**src/design/hcbe_pkg.sv**
```systemverilog
// Shared types, sizes and key lookup for the Hill cipher block encrypt core.
package hcbe_pkg;

   localparam int MAX_KEY_SIZE = 3;
   localparam int BYTE_W       = 8;
   localparam int ROW_W        = MAX_KEY_SIZE * BYTE_W;
   localparam int SIZE_W       = 2;
   localparam int CIPHER_W     = 18;
   localparam int PROD_W       = 2 * BYTE_W;
   localparam int QUEUE_DEPTH  = 4;
   localparam int QPTR_W       = 2;
   localparam int QCNT_W       = 3;
   localparam int CSR_IDX_W    = 2;

   // Register indexes of the configuration port
   localparam logic [CSR_IDX_W-1:0] CSR_KEY_SIZE  = 2'd0;
   localparam logic [CSR_IDX_W-1:0] CSR_KEY_ROW_0 = 2'd1;
   localparam logic [CSR_IDX_W-1:0] CSR_KEY_ROW_1 = 2'd2;
   localparam logic [CSR_IDX_W-1:0] CSR_KEY_ROW_2 = 2'd3;

   typedef logic [BYTE_W-1:0] byte_type;
   typedef logic [ROW_W-1:0]  key_row_type;

   // One gathered block, zero padded, with its size and end mark
   typedef struct packed {
      byte_type [MAX_KEY_SIZE-1:0] bytes;
      logic [SIZE_W-1:0]           size;
      logic                        last;
   } blk_type;

   // Queue status seen by the front and the back
   typedef struct packed {
      logic full;
      logic empty;
   } q_stat_type;

   // Pick key entry of one column out of a packed row
   function automatic byte_type key_entry(input key_row_type row, input logic [SIZE_W-1:0] col);
      byte_type e;
      case (col)
         2'd0:    e = row[BYTE_W-1:0];
         2'd1:    e = row[2*BYTE_W-1:BYTE_W];
         2'd2:    e = row[3*BYTE_W-1:2*BYTE_W];
         default: e = '0;
      endcase
      return e;
   endfunction

endpackage

```
**src/design/hcbe_front.sv**
```systemverilog
// Front end: gathers request bytes into blocks and pushes finished blocks.
module hcbe_front import hcbe_pkg::*; (
   input  logic              clock,
   input  logic              reset,
   input  logic              req_valid,
   output logic              req_stall,
   input  logic [BYTE_W-1:0] req_message_byte,
   input  logic              req_end_of_message,
   input  logic [SIZE_W-1:0] key_size,
   input  q_stat_type        q_stat,
   output logic              push,
   output blk_type           push_blk
);

   logic [SIZE_W-1:0]           pos_ff, pos_in;
   byte_type [MAX_KEY_SIZE-1:0] bytes_ff, bytes_in;
   byte_type [MAX_KEY_SIZE-1:0] merged;
   logic [SIZE_W-1:0]           size_eff;
   logic [SIZE_W:0]             pos_next;
   logic                        accept;
   logic                        done;

   // Size zero counts as one
   assign size_eff = (key_size == '0) ? SIZE_W'(1) : key_size;

   assign req_stall = q_stat.full;
   assign accept    = req_valid && !req_stall;

   // Drop the new byte into its slot
   always_comb begin
      merged = bytes_ff;
      if (pos_ff < SIZE_W'(MAX_KEY_SIZE)) begin
         merged[pos_ff] = req_message_byte;
      end
   end

   assign pos_next = {1'b0, pos_ff} + (SIZE_W+1)'(1);
   assign done     = (pos_next >= {1'b0, size_eff}) || req_end_of_message;

   assign push          = accept && done;
   assign push_blk.bytes = merged;
   assign push_blk.size  = size_eff;
   assign push_blk.last  = req_end_of_message;

   // Advance fill position, clear buffer when a block leaves
   always_comb begin
      pos_in   = pos_ff;
      bytes_in = bytes_ff;
      if (accept) begin
         if (done) begin
            pos_in   = '0;
            bytes_in = '0;
         end else begin
            pos_in   = pos_next[SIZE_W-1:0];
            bytes_in = merged;
         end
      end
   end

   always_ff @(posedge clock) begin
      if (reset) begin
         pos_ff   <= '0;
         bytes_ff <= '0;
      end else begin
         pos_ff   <= pos_in;
         bytes_ff <= bytes_in;
      end
   end

endmodule

```
**src/design/hcbe_queue.sv**
```systemverilog
// Short block queue between the front and the back.
module hcbe_queue import hcbe_pkg::*; (
   input  logic       clock,
   input  logic       reset,
   input  logic       push,
   input  blk_type    push_blk,
   input  logic       pop,
   output blk_type    head,
   output q_stat_type q_stat
);

   blk_type           mem [QUEUE_DEPTH];
   logic [QPTR_W-1:0] wr_ptr_ff, wr_ptr_in;
   logic [QPTR_W-1:0] rd_ptr_ff, rd_ptr_in;
   logic [QCNT_W-1:0] count_ff, count_in;

   assign q_stat.full  = (count_ff == QCNT_W'(QUEUE_DEPTH));
   assign q_stat.empty = (count_ff == '0);
   assign head         = mem[rd_ptr_ff];

   // Move pointers and count
   always_comb begin
      wr_ptr_in = wr_ptr_ff;
      rd_ptr_in = rd_ptr_ff;
      count_in  = count_ff;
      if (push) begin
         wr_ptr_in = wr_ptr_ff + QPTR_W'(1);
      end
      if (pop) begin
         rd_ptr_in = rd_ptr_ff + QPTR_W'(1);
      end
      if (push && !pop) begin
         count_in = count_ff + QCNT_W'(1);
      end else if (!push && pop) begin
         count_in = count_ff - QCNT_W'(1);
      end
   end

   always_ff @(posedge clock) begin
      if (reset) begin
         wr_ptr_ff <= '0;
         rd_ptr_ff <= '0;
         count_ff  <= '0;
      end else begin
         wr_ptr_ff <= wr_ptr_in;
         rd_ptr_ff <= rd_ptr_in;
         count_ff  <= count_in;
      end
   end

   // Store the pushed block
   always_ff @(posedge clock) begin
      if (push) begin
         mem[wr_ptr_ff] <= push_blk;
      end
   end

endmodule

```
**src/design/hcbe_back.sv**
```systemverilog
// Back end: walks head block columns, registering one result per unstalled cycle.
module hcbe_back import hcbe_pkg::*; (
   input  logic                clock,
   input  logic                reset,
   input  blk_type             head,
   input  q_stat_type          q_stat,
   output logic                pop,
   input  key_row_type         key_row_0,
   input  key_row_type         key_row_1,
   input  key_row_type         key_row_2,
   output logic                rsp_valid,
   input  logic                rsp_stall,
   output logic [CIPHER_W-1:0] rsp_cipher_value,
   output logic                rsp_last_of_block,
   output logic                rsp_last_of_message
);

   logic [SIZE_W-1:0]   col_ff, col_in;
   logic                valid_ff, valid_in;
   logic [CIPHER_W-1:0] value_ff, value_in;
   logic                lob_ff, lob_in;
   logic                lom_ff, lom_in;
   logic                fire;
   logic                last_col;
   logic [PROD_W-1:0]   prod0, prod1, prod2;
   byte_type            b1, b2;

   assign fire     = !q_stat.empty && (!valid_ff || !rsp_stall);
   assign last_col = (col_ff == head.size - SIZE_W'(1));
   assign pop      = fire && last_col;

   // Bytes beyond the block size do not count
   assign b1 = (head.size > SIZE_W'(1)) ? head.bytes[1] : '0;
   assign b2 = (head.size > SIZE_W'(2)) ? head.bytes[2] : '0;

   assign prod0 = head.bytes[0] * key_entry(key_row_0, col_ff);
   assign prod1 = b1 * key_entry(key_row_1, col_ff);
   assign prod2 = b2 * key_entry(key_row_2, col_ff);

   // Advance column, load output register
   always_comb begin
      col_in   = col_ff;
      valid_in = valid_ff;
      value_in = value_ff;
      lob_in   = lob_ff;
      lom_in   = lom_ff;
      if (valid_ff && !rsp_stall) begin
         valid_in = 1'b0;
      end
      if (fire) begin
         valid_in = 1'b1;
         value_in = CIPHER_W'(prod0) + CIPHER_W'(prod1) + CIPHER_W'(prod2);
         lob_in   = last_col;
         lom_in   = last_col && head.last;
         col_in   = last_col ? '0 : col_ff + SIZE_W'(1);
      end
   end

   always_ff @(posedge clock) begin
      if (reset) begin
         col_ff   <= '0;
         valid_ff <= 1'b0;
      end else begin
         col_ff   <= col_in;
         valid_ff <= valid_in;
      end
   end

   always_ff @(posedge clock) begin
      value_ff <= value_in;
      lob_ff   <= lob_in;
      lom_ff   <= lom_in;
   end

   assign rsp_valid           = valid_ff;
   assign rsp_cipher_value    = value_ff;
   assign rsp_last_of_block   = lob_ff;
   assign rsp_last_of_message = lom_ff;

endmodule

```
**src/design/hill_cipher_block_encrypt_core.sv**
```systemverilog
// Top level of the Hill cipher block encrypt core: key registers, front, queue, back.
//
//  channel   direction  handshake             payload
//  req_      in         req_valid/req_stall   message_byte[7:0], end_of_message
//  rsp_      out        rsp_valid/rsp_stall   cipher_value[17:0], last_of_block, last_of_message
//  csr_      in         csr_valid/csr_ready   csr_index[1:0], csr_data[23:0]
//
// One request is taken per cycle while req_stall is low; a block of key size n
// yields n results, one per cycle from the back's three 8x8 multipliers while
// rsp_stall allows, so the result port sets the rate. A full four-entry block
// queue raises req_stall; the back registers each result. csr_ready is always high.
// Reset is synchronous: key size 3, key rows zero, buffer and queue empty.
module hill_cipher_block_encrypt_core import hcbe_pkg::*; (
   input  logic                 clock,
   input  logic                 reset,
   input  logic                 req_valid,
   output logic                 req_stall,
   input  logic [BYTE_W-1:0]    req_message_byte,
   input  logic                 req_end_of_message,
   output logic                 rsp_valid,
   input  logic                 rsp_stall,
   output logic [CIPHER_W-1:0]  rsp_cipher_value,
   output logic                 rsp_last_of_block,
   output logic                 rsp_last_of_message,
   input  logic                 csr_valid,
   output logic                 csr_ready,
   input  logic [CSR_IDX_W-1:0] csr_index,
   input  logic [ROW_W-1:0]     csr_data
);

   logic [SIZE_W-1:0] key_size_ff, key_size_in;
   key_row_type       row0_ff, row0_in;
   key_row_type       row1_ff, row1_in;
   key_row_type       row2_ff, row2_in;
   logic              csr_wr;
   logic              push;
   logic              pop;
   blk_type           push_blk;
   blk_type           head;
   q_stat_type        q_stat;

   assign csr_ready = 1'b1;
   assign csr_wr    = csr_valid && csr_ready;

   // Write configuration registers
   always_comb begin
      key_size_in = key_size_ff;
      row0_in     = row0_ff;
      row1_in     = row1_ff;
      row2_in     = row2_ff;
      if (csr_wr) begin
         case (csr_index)
            CSR_KEY_SIZE:  key_size_in = csr_data[SIZE_W-1:0];
            CSR_KEY_ROW_0: row0_in     = csr_data;
            CSR_KEY_ROW_1: row1_in     = csr_data;
            CSR_KEY_ROW_2: row2_in     = csr_data;
            default:       key_size_in = key_size_ff;
         endcase
      end
   end

   always_ff @(posedge clock) begin
      if (reset) begin
         key_size_ff <= SIZE_W'(MAX_KEY_SIZE);
         row0_ff     <= '0;
         row1_ff     <= '0;
         row2_ff     <= '0;
      end else begin
         key_size_ff <= key_size_in;
         row0_ff     <= row0_in;
         row1_ff     <= row1_in;
         row2_ff     <= row2_in;
      end
   end

   hcbe_front u_front (
      .clock              (clock),
      .reset              (reset),
      .req_valid          (req_valid),
      .req_stall          (req_stall),
      .req_message_byte   (req_message_byte),
      .req_end_of_message (req_end_of_message),
      .key_size           (key_size_ff),
      .q_stat             (q_stat),
      .push               (push),
      .push_blk           (push_blk)
   );

   hcbe_queue u_queue (
      .clock    (clock),
      .reset    (reset),
      .push     (push),
      .push_blk (push_blk),
      .pop      (pop),
      .head     (head),
      .q_stat   (q_stat)
   );

   hcbe_back u_back (
      .clock               (clock),
      .reset               (reset),
      .head                (head),
      .q_stat              (q_stat),
      .pop                 (pop),
      .key_row_0           (row0_ff),
      .key_row_1           (row1_ff),
      .key_row_2           (row2_ff),
      .rsp_valid           (rsp_valid),
      .rsp_stall           (rsp_stall),
      .rsp_cipher_value    (rsp_cipher_value),
      .rsp_last_of_block   (rsp_last_of_block),
      .rsp_last_of_message (rsp_last_of_message)
   );

   // Never push into a full queue
   assert property (@(posedge clock) disable iff (reset) push |-> !q_stat.full)
      else $error("block pushed into full queue");

   // Never pop an empty queue
   assert property (@(posedge clock) disable iff (reset) pop |-> !q_stat.empty)
      else $error("block popped from empty queue");

   // End of message only on the last column of a block
   assert property (@(posedge clock) disable iff (reset)
      (rsp_valid && rsp_last_of_message) |-> rsp_last_of_block)
      else $error("message end without block end");

   // A request marked as message end always leaves a block in the queue
   assert property (@(posedge clock) disable iff (reset)
      (req_valid && !req_stall && req_end_of_message) |=> !q_stat.empty)
      else $error("message end did not reach the queue");

endmodule
```
**config.mk**
```make
export PLATFORM = sky130hd
export DESIGN_NAME = hill_cipher_block_encrypt_core
export DESIGN_NICKNAME = d
export VERILOG_FILES = /design/src/design/hcbe_pkg.sv /design/src/design/hcbe_front.sv /design/src/design/hcbe_queue.sv /design/src/design/hcbe_back.sv /design/src/design/hill_cipher_block_encrypt_core.sv
export SDC_FILE = /design/constraint.sdc
export NUM_CORES = 1
export LEC_CHECK = 0
export CORE_UTILIZATION = 50
export CTS_BUF_LIST = sky130_fd_sc_hd__clkbuf_4 sky130_fd_sc_hd__clkbuf_8
export DETAILED_ROUTE_END_ITERATION = 8
export DONT_BUFFER_PORTS = 1
export PLACE_DENSITY_LB_ADDON = 0.05
export SLEW_MARGIN = 20
export SYNTH_ARGS = -nofsm -noshare
export SYNTH_HDL_FRONTEND = slang
export SYNTH_HIERARCHICAL = 1
export SYNTH_SLANG_ARGS = --single-unit
```
**constraint.sdc**
```tcl
create_clock -name clock -period 8.7 [get_ports clock]
set_clock_uncertainty 0.2 [all_clocks]
set_input_delay 1.74 -clock clock [delete_from_list [all_inputs] [get_ports clock]]
set_output_delay 1.74 -clock clock [all_outputs]
set_load 0.03 [all_outputs]
```
==> results.txt, run 1 <==
The flow ran to the end, and the final reports show no timing, DRC or antenna violations. For this run the aggregate overflow at the end of global routing stands at 0. The tools report the number of global-route vias before repair as 11500. Setup violations remaining at the end of the flow were counted as 0. Among all cell types in the netlist, the one instantiated most often is inv_1. The run gives 126 MHz as the fmax.

The die area is 34800 um^2, and the number of DRC markers in iteration 0 is 591. The finished layout holds 2006 standard cells, fillers aside. The tools report the max-slew headroom at the worst pin as 28.3%.

After synthesis the netlist holds a flip-flop and latch count of 240. Each instance of the synthesized netlist takes up on average 11.1 um^2. Port buffering added 0 buffers. The largest fanout of any net on the critical path is 17.

The number of nets in the synthesized netlist is 1853. Yosys printed 6 warnings. Cell count after synthesis: 1535.

The first TritonRoute pass finished after 6 iterations. Data on the critical path arrives at its endpoint at 8.06 ns. Flip-flop cell with the highest count after synthesis: edfxtp_1. The post-CTS setup buffer count is 0, and the number of CTS-inserted buffers is 42. For this configuration, the core starts out at a cell density of 50.8%.

CTS built an H-tree with a depth of 2. Routability-driven placement finished with a final weighted congestion of 0.847. The logs give 0.755 ns for the setup slack after layout and 8.82 ns for the required arrival time at the worst endpoint. After synthesis, the cell types taking the most area are edfxtp_1 (23%), fa_1 (19%), dfxtp_1 (13%).

Once detail routing completed, the nets flagged for antenna violations numbered 0. The run gives 0 as the initial antenna violation count. The endpoint class of the critical path is a register.

The first global-routing pass estimated 62400 um of wire. The core region is 33500 um^2. The routed wire length came out at 37800 um. The launching point of the worst reg2reg path was u_back/col_ff[0]. The met1 wire length came out at 17000 um. Setup repair after global routing left no endpoint under its margin.

After synthesis, the most frequently instantiated cells are inv_1 (244), fa_1 (163), nor2_1 (136). The tools report the area of the mapped netlist as 17000 um^2. For the number of placement rows, the log shows 67. For this run, asynchronously set or reset flops after synthesis account for 0%. The transition time of the tightest slew-check pin is 1.07 ns, and the detailed-routed wire length on met2 is 18000 um. The highest layer used for signal routing was met4. Summed over all failing endpoints, the final setup total negative slack is 0 ns. The run gives 0.76 ns as the worst reg-to-reg setup slack.

Clock edge transition at the registers on the reported setup and hold paths: 0.06 ns. The leakage dissipation was 7.91 nW; the worst slack at placement was 0.803 ns. Entering global routing, the biggest net connects 146 pins. VDD sags by at most 0.127 mV. The hold path depth works out to 2. The path with the worst hold slack has its endpoint at row0_ff[14]. TritonCTS built the clock tree. STA classifies the critical path startpoint as a register.

In this run the biggest area consumer among cell types represents 22.5% of the synthesized area. The remaining routing DRC violations was 0; the die height was 187 um. In this run the deepest clock path goes through 3 buffers. For this run, the register share of the synthesized area comes to 35.7%. The power density over the cells was 223 nW/um^2; the final cycle utilization of the critical path was 91.3%. Cells with a size suffix above 1 make up 10.3% of the layout. The shortest period the worst path allows is 7.94 ns. 63 I/O pins were placed.

Dividing the detail-routed wire length by the instance count gives 18.8 um. In the routed layout, each cell is associated on average with a via count of 5.35. The overall fraction of global-route tracks in use came out at 23.1%.

In this run the critical register-to-register path is captured at u_back/rsp_cipher_value[17]. Post-CTS repair changed the size of 0 cells. For the final number of hold-violating endpoints, the log shows 0.

The min-delay analysis places its worst path in the category reg2reg. Across the run, the number of max-cap violations was 0. After routing the design area is 18200 um^2. From synthesis to final layout, the design area changed by 6.85%.

The run gives 240 as the TritonCTS sink count. Detailed placement finished with a half-perimeter wire length of 28700 um. Of all cell types, the one taking the most synthesized area is edfxtp_1. Buffers inserted to repair hold after CTS numbered 0.

Final hold analysis gives a worst-case slack of 0.276 ns. The final layout contains 1841 nets. The startpoint identified for the worst hold timing path is row0_ff[14]. In this run the cell area measured after placement is 17300 um^2. The logs give 0 for the number of max-slew violations in the final report and 0.60 ns for the clock network latency to the later pin of the worst-skew pair.

The number of vias after detailed routing was 10700. The worst setup path is of the reg2reg kind. The root buffer cell chosen for the clock tree is clkbuf_8. Fill cells in the final layout number 2982. The routed design uses 1800 um of met3 wire. The post-placement cell count came out at 1927. The count of flip-flops with a built-in enable after synthesis works out to 128. The worst reg-to-reg path cell count is 23, and the die boundary width is 187 um. The number of different library cells used by synthesis comes to 55.
[layout make-up]
cell class	instances	area [um^2]	share of cell area, %
tap	448	561	3.08
antenna	1	2.50	0.0137
sequential	240	6090	33.4
timing repair buffer	9	67.6	0.371
multi-input combinational	986	9690	53.2
clock buffer	55	694	3.81
clock inverter	23	201	1.11
inverter	244	916	5.03
[sequential cells by signal, summed over array words and instances, names as in the netlist, named ones only]
signal,count
u_back/rsp_valid,1
u_back/rsp_last_of_block,1
row0_ff,24
u_back/rsp_last_of_message,1
row2_ff,24
u_front/bytes_ff,24
u_queue/rd_ptr_ff,2
row1_ff,24
u_queue/mem,108
key_size_ff,2
u_queue/wr_ptr_ff,2
u_back/rsp_cipher_value,18
u_front/pos_ff,2
u_back/col_ff,2
u_queue/count_ff,3
[report_power, final]
part | internal [mW] | switching (mW)
combinational | 0.522 | 0.895
sequential | 1.37 | 0.162
clock | 0.619 | 0.486
[metal layers]
layer  vias up  GRT usage (%)
li1       5048              -
met1      5390           30.7
met2       237           38.1
met3        57           4.40
met4         0           7.60
met5         -              0
[cell usage in the layout (no fill, tap or decap), types with 8 or more instances in the layout]
cell / netlist / layout
a21oi_1: 15 / 15
a222oi_1: 20 / 20
and2_1: 36 / 32
buf_4: 6 / 9
clkbuf_4: 0 / 10
clkbuf_8: 0 / 45
clkinv_1: 0 / 8
clkinv_2: 0 / 8
dfxtp_1: 112 / 111
edfxtp_1: 128 / 128
fa_1: 163 / 163
ha_1: 115 / 115
inv_1: 244 / 243
mux2_2: 24 / 24
mux2i_1: 77 / 77
mux4_2: 20 / 20
nand2_1: 79 / 79
nand2b_1: 135 / 135
nand3_1: 15 / 15
nor2_1: 136 / 136
o21ai_0: 9 / 9
o32ai_1: 24 / 24
or2_2: 18 / 18
or3_1: 16 / 16
xor2_1: 8 / 8
[critical path, stage by stage, from the launching register on]
cell	delay, ns
dfxtp_1	0.44
inv_1	0.10
ha_1	0.45
buf_4	0.29
a222oi_1	0.65
or2_2	0.32
nor2_1	0.09
fa_1	0.51
inv_1	0.05
fa_1	0.52
inv_1	0.05
fa_1	0.52
fa_1	0.44
fa_1	0.52
fa_1	0.54
inv_1	0.06
fa_1	0.53
inv_1	0.04
ha_1	0.39
nand3_1	0.19
or3_1	0.38
a21oi_1	0.17
or3_1	0.13
o211ai_1	0.08
[logic make-up after synthesis]
logic type,after synthesis,share of synthesized area [%]
buffers and inverters,309,7.54
AND/OR/NAND/NOR,459,13.7
AO/OA/AOI/OAI,107,4.94
adder cells (fa/ha/maj),278,27.6
flip-flops,240,35.7
XOR/XNOR,13,0.668
multiplexers,128,9.83
other,1,0.0220
[worst max-delay path by stage]
| stage | start | end | slack, ns |
|---|---|---|---|
| 2_1_floorplan | register | u_back/rsp_cipher_value[17] | 1.29 |
| 3_3_place_gp | u_back/col_ff[0] | u_back/rsp_cipher_value[15] | 0.88 |
| 3_5_place_dp | u_back/col_ff[0] | u_back/rsp_cipher_value[17] | 0.80 |
| 4_1_cts | u_back/col_ff[0] | u_back/rsp_cipher_value[17] | 0.78 |
| 5_1_grt | u_back/col_ff[0] | u_back/rsp_cipher_value[14] | 0.33 |
| 6_report | u_back/col_ff[0] | u_back/rsp_cipher_value[17] | 0.76 |
[through the flow]
stage | util (%) | total power, mW
5_1_grt | 54.3 | 4.36
6_report | 54.3 | 4.05
2_1_floorplan | - | 2.63
4_1_cts | 54.3 | 4.11
3_5_place_dp | 51.6 | 2.99
3_3_place_gp | 51.6 | 2.97
Power figures use the tool's default switching activity.
==> run 2, diff against run 1 <==
ABC_AREA = 1   (was not set)
==> results.txt, run 2 <==
The commonest cells after synthesis are nor2_1 (448), inv_1 (437), nand2_1 (404). Power spread over the standard cell area amounts to 284 nW/um^2. The first global-routing pass estimated 65100 um of wire. The finished cells cover 18600 um^2.

The required arrival time at the worst endpoint is 8.84 ns. The final net count is 2426, and the count of flip-flops with a built-in enable after synthesis is 128. For this run, the top clock speed supported by timing is 130 MHz. For the CTS H-tree depth, the log shows 2. For this run the aggregate overflow at the end of global routing stands at 0. The pre-antenna-repair detailed-routing pass consisted of 5 iterations.

The logs give 27.9% for the max-slew headroom at the worst pin and 12700 for the number of global-route vias before repair. The die height came out at 189 um. The tools report the worst hold slack as 0.258 ns.

Synthesis produced 2116 cells. The net count after synthesis is 2434. Summing all flip-flop and latch instances after layout gives 6090 um^2. Effective utilization at floorplan: 50.8%.

The number of max-slew violations in the final report came out at 0. The class of the tightest hold or removal check was reg2reg. The antenna violation net count after detailed routing came out at 0. The routed layout has 12500 vias. The tools report the standard cell core area as 34500 um^2. STA classifies the critical path startpoint as a register. The synthesized design spends more area on one cell type than any other, namely edfxtp_1. The count of hold buffers inserted by post-cts repair is 0, and the total of flip-flops plus latches after synthesis is 240. No sink is reached through more buffers than the 3 on the longest clock path. The worst slack at placement is 0.965 ns. Leaving out fill and tap cells, the most frequent cell in the layout is nor2_1. The largest fanout of any net on the critical path was 28.

Leaving out fill and tap cells, the most frequent cells in the layout are nor2_1 (448), inv_1 (436), nand2_1 (404), fa_1 (163), edfxtp_1 (128). In the final routed layout, each cell accounts on average for 15.2 um. Setup violations remaining at the end of the flow were counted as 0. The initialized floorplan defines 68 standard-cell rows.

The overall fraction of global-route tracks in use was 23.3%. Sorting the synthesized cells by area gives the leading types as edfxtp_1 (22%), fa_1 (19%), dfxtp_1 (13%). For this run, design rule violations remaining after detail routing come to 0. The congestion estimate from routability-driven global placement came to 0.954.

The final total negative setup slack was 0 ns; the die boundary width was 189 um. The number of filler cells placed in the layout was 3359. Of all flip-flops after synthesis, the portion carrying an async set or reset was 0%. The run gives 702 as the number of DRC markers in iteration 0. The post-CTS setup buffer count is 0, and the layout-stage area growth over the synthesis result is 6.17%. Input and output buffers added on the ports amount to 0.

Across the run, the number of max-cap violations was 0. The post-synthesis sequential area ratio is 34.7%. For the finished layout, the period the worst path requires is 7.72 ns. After layout, the worst path uses 88.7% of the clock period. Setup repair after global routing left no endpoint under its margin. The largest net degree at the start of global routing was 75. Once detailed placement completed, the half-perimeter wirelength came to 29800 um. The register with the most flip-flops in the layout has 108 of them. Root buffer cell: clkbuf_8.

In the final layout, the multi-input gates occupy 9260 um^2. Leakage dissipation: 9.41 nW. The clock network latency to the later pin of the worst-skew pair is 0.59 ns. After detailed routing, the total wire length is 39500 um. The portion of synthesized cell area occupied by the leading cell type was 21.9%; the clock edge transition at the registers on the reported setup and hold paths was 0.06 ns. The number of antenna diodes was 0.

Critical path start-end classification: reg2reg. The tools report the initial antenna violation count as 0. Data on the critical path arrives at its endpoint at 7.86 ns.

The area of the mapped netlist came out at 17600 um^2. 63 I/O pins were placed. The highest ir drop seen on vdd came out at 0.184 mV. The cell with the most instances after synthesis is nor2_1.

The final cell count without fillers came out at 2595. The tree built by TritonCTS fans out to 240 sinks. Gates resized during post-CTS repair numbered 0. The register ranked first by flip-flop count is u_queue/mem.

Synthesis instantiated 39 different standard cells from the library. The share of final-layout standard cells stronger than drive strength 1 was 6.31%. TritonCTS built the clock tree.

The die area was 35900 um^2; the count of synthesis-stage warnings from yosys was 6. The final number of hold-violating endpoints was 0; the post-place instance area was 17700 um^2. In this run, CTS created clock tree buffers numbering 44. Transition time of the tightest slew-check pin: 1.08 ns. For this run, the leading register cell type out of synthesis is edfxtp_1.

The run finished with clean final reports. Averaged over all synthesized cells, the footprint is 8.30 um^2. Post-placement cell count: 2517.

The routed via count divided by cell count came out at 4.83. For the setup slack after layout, the log shows 0.980 ns. The worst setup path is captured at a register.
[run 2: cell count changes after synthesis, moves of 45 or more]
cell | before | now
inv_1 | 244 | 437
mux2i_1 | 77 | 0
nand2_1 | 79 | 404
nand2b_1 | 135 | 0
nor2_1 | 136 | 448
o21ai_1 | 2 | 47
[run 2: area by class of cell]
type,instances,area share (%)
Tap cell,455,3.05
Timing Repair Buffer,10,0.403
Inverter,454,9.21
Multi-Input combinational cell,1358,49.7
Clock inverter,17,0.839
Clock buffer,61,4.17
Sequential cell,240,32.7
[run 2: where the power goes]
part	switching [mW]	total, mW	internal, mW
registers	0.157	1.58	1.43
clock network	0.483	1.15	0.666
logic	1.70	2.56	0.858
total	2.34	5.29	2.95
[run 2: layer usage]
metal | track usage [%] | part of all wire, % | vias up
met1 | 29.4 | 44 | 5937
met5 | 0 | 0 | -
met2 | 40.3 | 49 | 207
li1 | - | - | 6324
met3 | 4.80 | 4.8 | 55
met4 | 6.70 | 2.1 | 0
[run 2: path summary, 6_finish.rpt]
| kind | slack (ns) | cells after the start | endpoint | start |
|---|---|---|---|---|
| worst max-delay path | 0.98 | 26 | u_back/rsp_cipher_value[17] | register |
| worst min-delay path | 0.26 | 1 | register | u_queue/rd_ptr_ff[1] |
| worst max register to register | 0.98 | 26 | u_back/rsp_cipher_value[17] | register |
| worst min register to register | 0.26 | 1 | register | u_queue/rd_ptr_ff[1] |
[run 2: through the flow]
step | util [%] | total power, mW
after detailed placement | 51.2 | 4.20
after global routing | 53.9 | 5.81
after floorplan | - | 3.57
after CTS | 53.9 | 5.39
final | 53.9 | 5.29
after global placement | 51.2 | 4.17
[run 2: cell families after synthesis]
logic type               count (synthesis)  synth area share (%)
flip-flops                             240                  34.7
AO/OA/AOI/OAI                          127                  3.83
other                                    1                0.0214
AND/OR/NAND/NOR                        940                  21.5
adder cells (fa/ha/maj)                278                  26.8
XOR/XNOR                                12                 0.599
buffers and inverters                  518                  12.6
[run 2: worst max-delay path, stage by stage (launching register included)]
cell and delay (ns):
dfxtp_1 0.30, buf_4 0.28, clkinv_4 0.26, o21ai_1 0.14
o22ai_1 0.14, ha_1 0.23, nor2_1 0.52, nand2_1 0.35
nor2_1 0.23, fa_1 0.46, fa_1 0.54, fa_1 0.52
fa_1 0.53, fa_1 0.53, fa_1 0.55, inv_1 0.05
fa_1 0.55, inv_1 0.05, ha_1 0.34, nand2_1 0.11
inv_1 0.05, nand2_1 0.06, nand3_1 0.17, nand2_1 0.15
nand2_1 0.06, nand2_1 0.06, nand2_1 0.04
==> run 3, diff against run 2 <==
BUFFER_PORTS_ARGS = -buffer_cell sky130_fd_sc_hd__buf_4   (was not set)
DONT_BUFFER_PORTS = not set   (was 1)
==> results.txt, run 3 (synthesis results as in run 2) <==
Entering global routing, the biggest net connects 75 pins. The final setup violation count was 0; the shortest period the worst path allows was 7.63 ns. The share of final-layout standard cells stronger than drive strength 1 works out to 9.29%. The number of max-slew violations in the final report came out at 0. The library cell used most frequently in the layout, excluding fill and tap cells, is nor2_1. The tools report the endpoint class of the critical path as a register. For the pin with the worst max-slew slack, the measured transition is 1.05 ns. Cell type of the slowest stage on the worst timing path: fa_1. Leaving out fill and tap cells, the most frequent cells in the layout are nor2_1 (448), inv_1 (435), nand2_1 (404), fa_1 (163), edfxtp_1 (128). The power density over the cells works out to 281 nW/um^2.

The repair_antennas step left the layout with diodes totalling 0. Across the run, the number of max-cap violations was 0. For this run, design rule violations remaining after detail routing come to 0.

The standard cell core area came out at 34500 um^2. After detailed routing, the average wire length per cell comes to 15.1 um. The worst path uses 87.7% of the clock period. Global routing used 23.7% of the available tracks across all layers. Final net count: 2491.

The data arrival time at the worst-slack endpoint came out at 7.79 ns. The register with the most flip-flops in the layout has 108 of them. The largest incremental delay on the critical path came out at 0.54 ns. Counting along the longest clock path gives a buffer depth of 3.

The clock edge transition at the registers on the reported setup and hold paths came out at 0.07 ns. The first global-routing pass estimated 66200 um of wire. The final number of hold-violating endpoints was 0. Setup repair after global routing left no endpoint under its margin. The kind of start point of the critical path is a register. The die boundary width is 189 um, and the max-slew headroom at the worst pin is 29.9%. The root buffer cell was clkbuf_8. The filler cells instantiated in the layout total 3355.

In this run the remaining antenna-violating nets after routing total 0. u_queue/mem holds more flip-flops than any other register. Grouping stages by cell kind, the critical path spends the most delay in adder cells.

The tightest min-delay check is of the reg2reg type. The first routing iteration left 756 violations. The count of hold buffers inserted by post-cts repair came out at 0.

The total chip power is 5.38 mW. TritonCTS built the clock tree. The clock reaches the later pin of the worst-skew pair after 0.59 ns. The final layout contains routed wiring with a total length of 40100 um. Hold timing on the final database bottoms out at a slack of 0.273 ns.

In this run the worst path has a maximum fanout of 27. The critical path contains buffers and inverters numbering 5 combined. The number of placed instances, taps included, is 2583.

For this design, the sink count on the clock tree is 240. For this design the static power due to leakage is 9.72 nW. The run gives 2 as the CTS H-tree depth.

The number of placement rows was 68. The total congestion overflow was 0; the die area was 35900 um^2. The number of resized instances in the post-cts repair step is 0, and the number of port buffers is 61. The layout-stage area growth over the synthesis result works out to 8.89%. In this run the count of I/O pins placed on the die edge is 63.

Routability-driven placement finished with a final weighted congestion of 0.931. Once detailed placement completed, the half-perimeter wirelength came to 30200 um. In the final timing run, aggregate negative setup slack is 0 ns.

Required arrival time at the worst endpoint: 8.87 ns. The worst setup path is of the reg2reg kind. After routing the design area is 19100 um^2. For this run, the number of standard cells in the final layout without fillers is 2662. For the number of global-route vias before repair, the log shows 13000. Post-place instance area: 18200 um^2. For this run, the top clock speed supported by timing is 131 MHz.

The die is 189 um tall. The first-pass iteration count of the detailed router is 5. The final route contains 12900 vias. The highest ir drop seen on vdd came out at 0.182 mV. The startpoint identified for the worst hold timing path is u_queue/rd_ptr_ff[1]. In the routed layout, each cell is associated on average with a via count of 4.83. The initial utilization of the core area, before any placement, comes to 50.8%. Once the clock tree was built, the setup fixing pass inserted 0 buffers.

The flow ran to the end, and the final reports show no timing, DRC or antenna violations. The logs give 0 for the initial antenna violation count and 43 for the number of CTS-inserted buffers.
[run 3: cell types whose count changed in the layout (fill, tap and decap cells not counted), sizes merged]
cell / delta
buf: +66
bufinv: -1
clkbuf: +9
clkinv: -7
clkinvlp: +1
inv: -1
[run 3: per-layer routing]
layer  vias to the layer above  routed length, um  track usage (%)
met3                        58               1890             3.97
li1                       6454                  -                -
met1                      6095              17600             30.0
met4                         0               1040             8.10
met5                         -                  0                0
met2                       249              19600             40.8
[run 3: layout make-up]
| cell class | instances | area [um^2] | area share [%] |
|---|---|---|---|
| clock buffers | 70 | 820 | 4.29 |
| flip-flops and latches | 240 | 6090 | 31.8 |
| clock inverters | 9 | 101 | 0.530 |
| multi-input cells | 1358 | 9250 | 48.4 |
| well taps | 455 | 569 | 2.98 |
| repair buffers | 76 | 571 | 2.99 |
| inverters | 454 | 1720 | 8.98 |
[run 3: per-stage QoR]
step	setup slack [ns]	utilization, %
after floorplan	2.10	-
after CTS	1.04	55.3
after global placement	1.08	52.7
final	1.07	55.3
after detailed placement	1.03	52.7
after global routing	0.427	55.3
[run 3: worst paths after layout]
path	endpoint	slack (ns)	depth (start not counted)
min	register	0.27	1
max reg2reg	u_back/rsp_cipher_value[17]	1.07	26
max	u_back/rsp_cipher_value[17]	1.07	26
min reg2reg	register	0.27	1
[run 3: where the power goes]
part | internal [mW] | total (mW) | switching (mW) | leakage (nW)
Combinational | 0.940 | 2.77 | 1.83 | 7.12
Clock | 0.656 | 1.13 | 0.471 | 0.493
Sequential | 1.42 | 1.48 | 0.0565 | 2.10
Total | 3.02 | 5.38 | 2.36 | 9.72
